**config.mk**
```make
export PLATFORM = sky130hd
export DESIGN_NAME = escape_sequence_decoder
export DESIGN_NICKNAME = d
export VERILOG_FILES = /design/src/rtl/esc_pkg.sv /design/src/rtl/esc_decode.sv /design/src/rtl/esc_fifo.sv /design/src/rtl/escape_sequence_decoder.sv
export SDC_FILE = /design/constraint.sdc
export NUM_CORES = 1
export LEC_CHECK = 0
export BUFFER_PORTS_ARGS = -buffer_cell sky130_fd_sc_hd__clkbuf_2
export CORE_UTILIZATION = 50
export DETAILED_ROUTE_END_ITERATION = 16
export PLACE_DENSITY_LB_ADDON = 0.05
export SETUP_SLACK_MARGIN = 0.4
export SLEW_MARGIN = 20
export SYNTH_ARGS = -nofsm -noshare
export SYNTH_HDL_FRONTEND = slang
export SYNTH_SLANG_ARGS = --single-unit
```
**constraint.sdc**
```tcl
create_clock -name clk -period 4.33 [get_ports clk]
set_input_delay 0.433 -clock clk [delete_from_list [all_inputs] [get_ports clk]]
set_output_delay 0.433 -clock clk [all_outputs]
set_load 0.02 [all_outputs]
```
**src/rtl/esc_pkg.sv**
```systemverilog
// Shared types, character codes and lookup functions for the escape decoder.
// Used by esc_decode, esc_fifo and escape_sequence_decoder; no dependencies.
package esc_pkg;

    // decode modes
    localparam logic [1:0] MODE_PLAIN = 2'd0;
    localparam logic [1:0] MODE_SLASH = 2'd1;
    localparam logic [1:0] MODE_OCT   = 2'd2;
    localparam logic [1:0] MODE_HEX   = 2'd3;

    // characters with a role in the escape syntax
    localparam logic [7:0] CHAR_BSLASH = 8'h5c;
    localparam logic [7:0] CHAR_ZERO   = 8'h30;
    localparam logic [7:0] CHAR_SEVEN  = 8'h37;
    localparam logic [7:0] CHAR_X      = 8'h78;

    // octal and hex escapes take at most this many further digits
    localparam logic [1:0] DIGITS_MAX = 2'd2;
    localparam logic [11:0] VALUE_MAX = 12'd255;

    // decoder state
    typedef struct packed {
        logic [1:0] mode;
        logic [7:0] accum;
        logic [1:0] digits;
    } esc_state_t;

    localparam esc_state_t STATE_RESET = '{mode: MODE_PLAIN, accum: 8'd0, digits: 2'd0};

    // one result word
    typedef struct packed {
        logic [7:0] data;
        logic       run_end;
        logic       string_end;
    } esc_entry_t;

    // results of one input word, handed to the output queue
    typedef struct packed {
        logic [1:0] count;
        esc_entry_t res0;
        esc_entry_t res1;
    } esc_push_t;

    // named escape: {valid, control code}
    function automatic logic [8:0] named_code(input logic [7:0] b);
        logic [8:0] r;
        begin
            case (b)
                8'h5c:   r = {1'b1, 8'h5c};
                8'h61:   r = {1'b1, 8'h07}; // a
                8'h62:   r = {1'b1, 8'h08}; // b
                8'h65:   r = {1'b1, 8'h1b}; // e
                8'h66:   r = {1'b1, 8'h0c}; // f
                8'h6e:   r = {1'b1, 8'h0a}; // n
                8'h72:   r = {1'b1, 8'h0d}; // r
                8'h74:   r = {1'b1, 8'h09}; // t
                8'h76:   r = {1'b1, 8'h0b}; // v
                default: r = {1'b0, 8'h00};
            endcase
            return r;
        end
    endfunction

    // hex digit: {valid, value}
    function automatic logic [4:0] hex_value(input logic [7:0] b);
        logic [4:0] r;
        begin
            if (b >= 8'h30 && b <= 8'h39)
                r = {1'b1, 4'(b - 8'h30)};
            else if (b >= 8'h61 && b <= 8'h66)
                r = {1'b1, 4'(b - 8'h57)};
            else if (b >= 8'h41 && b <= 8'h46)
                r = {1'b1, 4'(b - 8'h37)};
            else
                r = 5'd0;
            return r;
        end
    endfunction

endpackage

```
**src/rtl/esc_decode.sv**
```systemverilog
// Combinational decode of one input word: next state and up to two results.
// Depends on esc_pkg.
module esc_decode
(
    input  logic [7:0]         in_byte,
    input  logic               in_last,
    input  esc_pkg::esc_state_t st,
    output esc_pkg::esc_state_t st_next,
    output esc_pkg::esc_push_t  push
);

    logic [8:0]  named;
    logic [4:0]  hexd;
    logic        is_oct;
    logic        dig_ok;
    logic [3:0]  dig;
    logic [11:0] shifted;
    logic [11:0] sum;
    logic        take;
    logic [1:0]  digits_dec;
    esc_pkg::esc_state_t nxt;
    esc_pkg::esc_push_t  res;

    assign named = esc_pkg::named_code(in_byte);
    assign hexd  = esc_pkg::hex_value(in_byte);
    assign is_oct = (in_byte >= esc_pkg::CHAR_ZERO) && (in_byte <= esc_pkg::CHAR_SEVEN);

    // digit of the running escape and the value it would build
    always_comb
    begin
        if (st.mode == esc_pkg::MODE_OCT)
        begin
            dig_ok  = is_oct;
            dig     = {1'b0, in_byte[2:0]};
            shifted = {1'b0, st.accum, 3'b000};
        end
        else
        begin
            dig_ok  = hexd[4];
            dig     = hexd[3:0];
            shifted = {st.accum, 4'b0000};
        end
        sum        = shifted + {8'd0, dig};
        take       = dig_ok && (st.digits != 2'd0) && (sum <= esc_pkg::VALUE_MAX);
        digits_dec = st.digits - 2'd1;
    end

    // mode handling
    always_comb
    begin
        nxt = st;
        res = '0;
        res.res0.data = in_byte;
        res.res1.data = in_byte;
        unique case (st.mode)
            esc_pkg::MODE_PLAIN:
            begin
                if (in_byte == esc_pkg::CHAR_BSLASH)
                begin
                    if (in_last)
                        res.count = 2'd1;
                    else
                        nxt.mode = esc_pkg::MODE_SLASH;
                end
                else
                    res.count = 2'd1;
            end
            esc_pkg::MODE_SLASH:
            begin
                nxt.mode = esc_pkg::MODE_PLAIN;
                if (named[8])
                begin
                    res.count     = 2'd1;
                    res.res0.data = named[7:0];
                end
                else if (is_oct)
                begin
                    nxt.accum  = {5'd0, in_byte[2:0]};
                    nxt.digits = esc_pkg::DIGITS_MAX;
                    nxt.mode   = esc_pkg::MODE_OCT;
                    res.res0.data = {5'd0, in_byte[2:0]};
                    if (in_last)
                        res.count = 2'd1;
                end
                else if (in_byte == esc_pkg::CHAR_X)
                begin
                    nxt.accum  = 8'd0;
                    nxt.digits = esc_pkg::DIGITS_MAX;
                    nxt.mode   = esc_pkg::MODE_HEX;
                    res.res0.data = 8'd0;
                    if (in_last)
                        res.count = 2'd1;
                end
                else
                    res.count = 2'd1;
            end
            default:
            begin
                if (take)
                begin
                    nxt.accum  = sum[7:0];
                    nxt.digits = digits_dec;
                    res.res0.data = sum[7:0];
                    if (digits_dec == 2'd0 || in_last)
                    begin
                        res.count = 2'd1;
                        nxt.mode  = esc_pkg::MODE_PLAIN;
                    end
                end
                else
                begin
                    // flush the value, then treat the byte as plain text
                    res.res0.data = st.accum;
                    nxt.mode      = esc_pkg::MODE_PLAIN;
                    if (in_byte == esc_pkg::CHAR_BSLASH && !in_last)
                    begin
                        res.count = 2'd1;
                        nxt.mode  = esc_pkg::MODE_SLASH;
                    end
                    else
                        res.count = 2'd2;
                end
            end
        endcase

        // end marks on the final result of this word
        if (res.count == 2'd2)
        begin
            res.res1.run_end    = 1'b1;
            res.res1.string_end = in_last;
        end
        else
        begin
            res.res0.run_end    = 1'b1;
            res.res0.string_end = in_last;
        end

        if (in_last)
            nxt = esc_pkg::STATE_RESET;
    end

    assign st_next = nxt;
    assign push    = res;

endmodule

```
**src/rtl/esc_fifo.sv**
```systemverilog
// Three-entry result queue: takes up to two words per cycle, gives one.
// Depends on esc_pkg.
module esc_fifo
(
    input  logic               clk,
    input  logic               rst_n,
    input  esc_pkg::esc_push_t push,
    output logic               room,
    output logic               out_valid,
    input  logic               out_ready,
    output esc_pkg::esc_entry_t out_entry
);

    esc_pkg::esc_entry_t mem_reg [3];
    logic [1:0] wptr_reg, wptr_next;
    logic [1:0] rptr_reg, rptr_next;
    logic [1:0] count_reg, count_next;
    logic       pop;

    function automatic logic [1:0] inc3(input logic [1:0] p);
        return (p == 2'd2) ? 2'd0 : p + 2'd1;
    endfunction

    assign pop       = (count_reg != 2'd0) && out_ready;
    assign out_valid = (count_reg != 2'd0);
    assign out_entry = mem_reg[rptr_reg];
    // room for a double result regardless of the output side
    assign room      = (count_reg <= 2'd1);

    // pointer and fill arithmetic
    always_comb
    begin
        wptr_next = wptr_reg;
        if (push.count == 2'd1)
            wptr_next = inc3(wptr_reg);
        else if (push.count == 2'd2)
            wptr_next = inc3(inc3(wptr_reg));
        rptr_next  = pop ? inc3(rptr_reg) : rptr_reg;
        count_next = count_reg + push.count - {1'b0, pop};
    end

    always_ff @(posedge clk or negedge rst_n)
    begin
        if (!rst_n)
        begin
            wptr_reg  <= 2'd0;
            rptr_reg  <= 2'd0;
            count_reg <= 2'd0;
        end
        else
        begin
            wptr_reg  <= wptr_next;
            rptr_reg  <= rptr_next;
            count_reg <= count_next;
        end
    end

    // storage writes
    always_ff @(posedge clk)
    begin
        if (push.count != 2'd0)
            mem_reg[wptr_reg] <= push.res0;
        if (push.count == 2'd2)
            mem_reg[inc3(wptr_reg)] <= push.res1;
    end

endmodule

```
**src/rtl/escape_sequence_decoder.sv**
```systemverilog
// C escape sequence decoder, top level. Depends on esc_pkg, esc_decode, esc_fifo.
// Each accepted word's results are written into the registered result queue.
// Throughput: one input word per cycle while s_tready is high; a word that yields
// two results (a flushed numeric escape followed by a character) then holds
// s_tready low, as it drops when two or more results wait in the three-entry queue.
// Reset: rst_n clears the decode state to plain text and empties the result queue.
module escape_sequence_decoder
(
    input  logic       clk,
    input  logic       rst_n,
    input  logic       s_tvalid,
    output logic       s_tready,
    input  logic [7:0] s_tdata,   // [7:0] in_byte
    input  logic       s_tlast,   // in_last
    output logic       m_tvalid,
    input  logic       m_tready,
    output logic [7:0] m_tdata,   // [7:0] out_byte
    output logic       m_tuser,   // run_end
    output logic       m_tlast    // string_end
);

    esc_pkg::esc_state_t state_reg, state_next, dec_state;
    esc_pkg::esc_push_t  dec_push, push;
    esc_pkg::esc_entry_t head;
    logic                accept;
    logic                room;

    assign s_tready = room;
    assign accept   = s_tvalid && room;

    esc_decode u_decode
    (
        .in_byte (s_tdata),
        .in_last (s_tlast),
        .st      (state_reg),
        .st_next (dec_state),
        .push    (dec_push)
    );

    // only accepted words update state and enter the queue
    always_comb
    begin
        state_next = accept ? dec_state : state_reg;
        push       = dec_push;
        if (!accept)
            push.count = 2'd0;
    end

    always_ff @(posedge clk or negedge rst_n)
    begin
        if (!rst_n)
            state_reg <= esc_pkg::STATE_RESET;
        else
            state_reg <= state_next;
    end

    esc_fifo u_fifo
    (
        .clk       (clk),
        .rst_n     (rst_n),
        .push      (push),
        .room      (room),
        .out_valid (m_tvalid),
        .out_ready (m_tready),
        .out_entry (head)
    );

    assign m_tdata = head.data;
    assign m_tuser = head.run_end;
    assign m_tlast = head.string_end;

    // the final word of a string always yields a result
    a_last_has_result: assert property (@(posedge clk) disable iff (!rst_n)
        (accept && s_tlast) |-> (dec_push.count != 2'd0))
        else $error("string end produced no result");

    // a string end returns the decoder to plain text
    a_last_resets: assert property (@(posedge clk) disable iff (!rst_n)
        (accept && s_tlast) |=> (state_reg.mode == esc_pkg::MODE_PLAIN))
        else $error("decoder not back in plain mode after string end");

    // string end only marks the last result of a word
    a_end_marks: assert property (@(posedge clk) disable iff (!rst_n)
        (m_tvalid && m_tlast) |-> m_tuser)
        else $error("string_end without run_end");

endmodule

```
==> impl_metrics.csv <==
group,metric,value,unit
synthesis,synth_area_per_cell,8.89,um2
worst_setup_path,rrSetupSlack,0.84,ns
cells_and_area,final_cell_area,0.00395,mm2
clocking,cts_buffer_depth,2,
worst_setup_path,r2r_cells,13,
synthesis,ys_seq_area_frac,0.372,
synthesis,synth_nets,433,
cells_and_area,nets,443,
cells_and_area,final_cell_count_no_fill,516,
sta,fin_ws,0.762,ns
worst_setup_path,critPathArrivalTime,3.62,ns
worst_setup_path,path_max_fanout,11,
grt,grt_pass1_vias,3008,
place,gp_congestion,0.920,
grt,grtUsageTotal,0.266,
floorplan,start_util,0.527,
synthesis,synth_warnings,0,
clocking,cts_setup_buffers,0,
grt,grt_start_max_net_pins,24,
sta,finalHoldViolations,0,
sta,rsz0062_at_grt,"false",
synthesis,netlist_instances,409,
place,place_hpwl,7.03,mm
sta,slew_viol_final,0,
cells_and_area,area_growth,8.50,%
clocking,numCtsBuffers,5,
routing,antenna_left,0,
grt,grt_remaining_overflow,0,
sta,min_period,3.57,ns
floorplan,die_width,87.3,um
sta,relSlewSlack,0.581,
sta,finalCritPeriodShare,0.824,
routing,drt_iter0_drc,230,
outcome,run_status,"complete, no violations",
sta,worst_pin_slew,0.629,ns
floorplan,die-height,87.3,um
worst_setup_path,crit_required,4.38,ns
routing,num_vias,3203,
floorplan,dieArea,0.00762,mm2
place,place_area,0.00381,mm2
floorplan,num_rows,30,
synthesis,ys.flop_type,"edfxtp_1",
clocking,cts_sinks,48,
sta,fmax,280,MHz
floorplan,top_level_ports,25,
synthesis,ys_ff_latch,48,
worst_setup_path,startpoint_type,"input port",
floorplan,core-area,0.00691,mm2
grt,grt_pass1_wl,15.4,mm
sta,setup_tns,0,ns
clocking,cts.reportedPaths.clkPinSlew,0.09,ns
clocking,clk-insertion-delay-late,0.30,ns
flow_run,maxCapViolCount,0,
clocking,ctsHoldBuffers,0,
synthesis,ys_top_cells_by_area,"edfxtp_1 (25%), dfrtp_1 (12%), nand2_1 (5.1%)",
clocking,htreeDepth,2,
sta,finalClockSkew,0.00624,ns
cells_and_area,n_antenna_cell,0,
clocking,ctsResizeCount,0,
power_and_ir_drop,p_per_area,442,mW/mm2
routing,route.detailed.drc,0,
routing,drtPass1Iterations,5,
place,pre_cts_ws,0.471,ns
worst_setup_path,critPathKind,"in2reg",
place,io_buffers,24,
power_and_ir_drop,ir_drop,203,uV
cells_and_area,drive_gt1_frac,0.152,
routing,wl_per_cell,18.0,um
routing,routed_via_density,6.21,
worst_setup_path,crit_path_end_kind,"register",
sta,setup_viol_count_final,0,
clocking,cts_tree,"done",
synthesis,synth_cell_type_count,68,
routing,wl,9.29,mm
cells_and_area,fill_cells,649,
cells_and_area,largest_reg_flops,30,
synthesis,synth-edff-count,30,
synthesis,synth.cell_area,0.00364,mm2
worst_hold_path,hold_path.class,"in2async",
synthesis,netlist.area_leader.share,0.248,
grt,grt_antenna_before_repair,0,
power_and_ir_drop,p_leak,1.52,nW
synthesis,async_reset_ff_frac,0.375,
synthesis,yosysTopAreaCell,"edfxtp_1",
place,place_inst,508,
clocking,cts-root-buf,"clkbuf_8",
==> final cells by class <==
type | count | area (um2) | area share
well taps | 96 | 120 | 0.0304
inverters | 21 | 78.8 | 0.0200
clock inverters | 3 | 68.8 | 0.0174
multi-input cells | 313 | 2090 | 0.530
clock buffers | 5 | 68.8 | 0.0174
repair buffers | 30 | 165 | 0.0419
flip-flops and latches | 48 | 1350 | 0.342
==> through the flow <==
step / hold WS, ns / util / power, mW
2_1_floorplan: 0.137 / - / 1.16
3_3_place_gp: 0.406 / 0.551 / 1.36
3_5_place_dp: 0.404 / 0.551 / 1.37
4_1_cts: 0.0672 / 0.571 / 1.76
5_1_grt: 0.0829 / 0.571 / 1.87
6_report: 0.0616 / 0.571 / 1.74
==> cell usage after synthesis, types with 3 or more instances <==
master / instances
clkbuf_1: 16
mux2_4: 6
buf_1: 3
dfrtp_1: 18
o311a_1: 3
o22ai_1: 6
a32o_1: 3
mux2_2: 4
xnor2_1: 7
o21ai_0: 35
a31oi_1: 5
buf_2: 7
o211ai_1: 9
nor3b_1: 3
ha_1: 11
nand2b_1: 5
nand4_1: 3
edfxtp_1: 30
nand3_1: 12
a21oi_1: 21
a311o_1: 4
nor3_1: 21
nor2_1: 32
mux2i_1: 17
a21o_1: 4
inv_1: 21
nand2_1: 49
==> kinds of logic after synthesis <==
logic type,Yosys count,share of synthesized area
AND/OR/NAND/NOR,144,0.192
AO/OA/AOI/OAI,124,0.245
buffers and inverters,48,0.0530
flip-flops,48,0.372
multiplexers,27,0.0839
adder cells (fa/ha/maj),11,0.0378
XOR/XNOR,7,0.0169
==> critical path: stages <==
cell,delay [ns]
clkbuf_2,0.19
inv_1,0.11
ha_1,0.28
nor3_1,0.07
a311o_1,0.41
a2bb2oi_2,0.21
a21oi_4,0.30
a21oi_1,0.12
or3_1,0.39
ha_1,0.28
nor3b_1,0.16
buf_4,0.18
nor2_1,0.11
nor2_1,0.05
a311o_1,0.32
==> worst paths after layout <==
check	start	endpoint
min in group clk	m_tready	u_fifo.rptr_reg[0]
hold / removal	rst_n	state_reg[8]
setup / recovery	s_tdata[1]	u_fifo.mem_reg[1][4]
setup reg to reg	state_reg[10]	u_fifo.mem_reg[1][4]
hold reg to reg	state_reg[5]	state_reg[5]
max in group asynchronous	rst_n	u_fifo.rptr_reg[0]
==> placed cells by master, fill, tap and decap left out, types with 11 or more instances in the layout <==
master / instances
ha_1: 11
nor2_1: 32
inv_1: 21
nand3_1: 12
edfxtp_1: 30
clkbuf_2: 24
a21oi_1: 21
nor3_1: 21
o21ai_0: 35
nand2_1: 49
dfrtp_1: 18
mux2i_1: 17
==> power breakdown <==
group,leakage [nW],switching [mW],internal (mW),total (mW)
Clock,0.0687,0.160,0.233,0.392
Combinational,0.945,0.388,0.255,0.643
Sequential,0.503,0.109,0.600,0.709
Total,1.52,0.657,1.09,1.74
==> routing by layer <==
metal | part of all wire | global-route usage | up-vias
met4 | 0.019 | 0.0835 | 0
li1 | - | - | 1542
met2 | 0.48 | 0.440 | 99
met1 | 0.46 | 0.363 | 1545
met5 | 0 | 0 | -
met3 | 0.044 | 0.0332 | 17
Note: power is estimated with default switching activity, not from simulation.
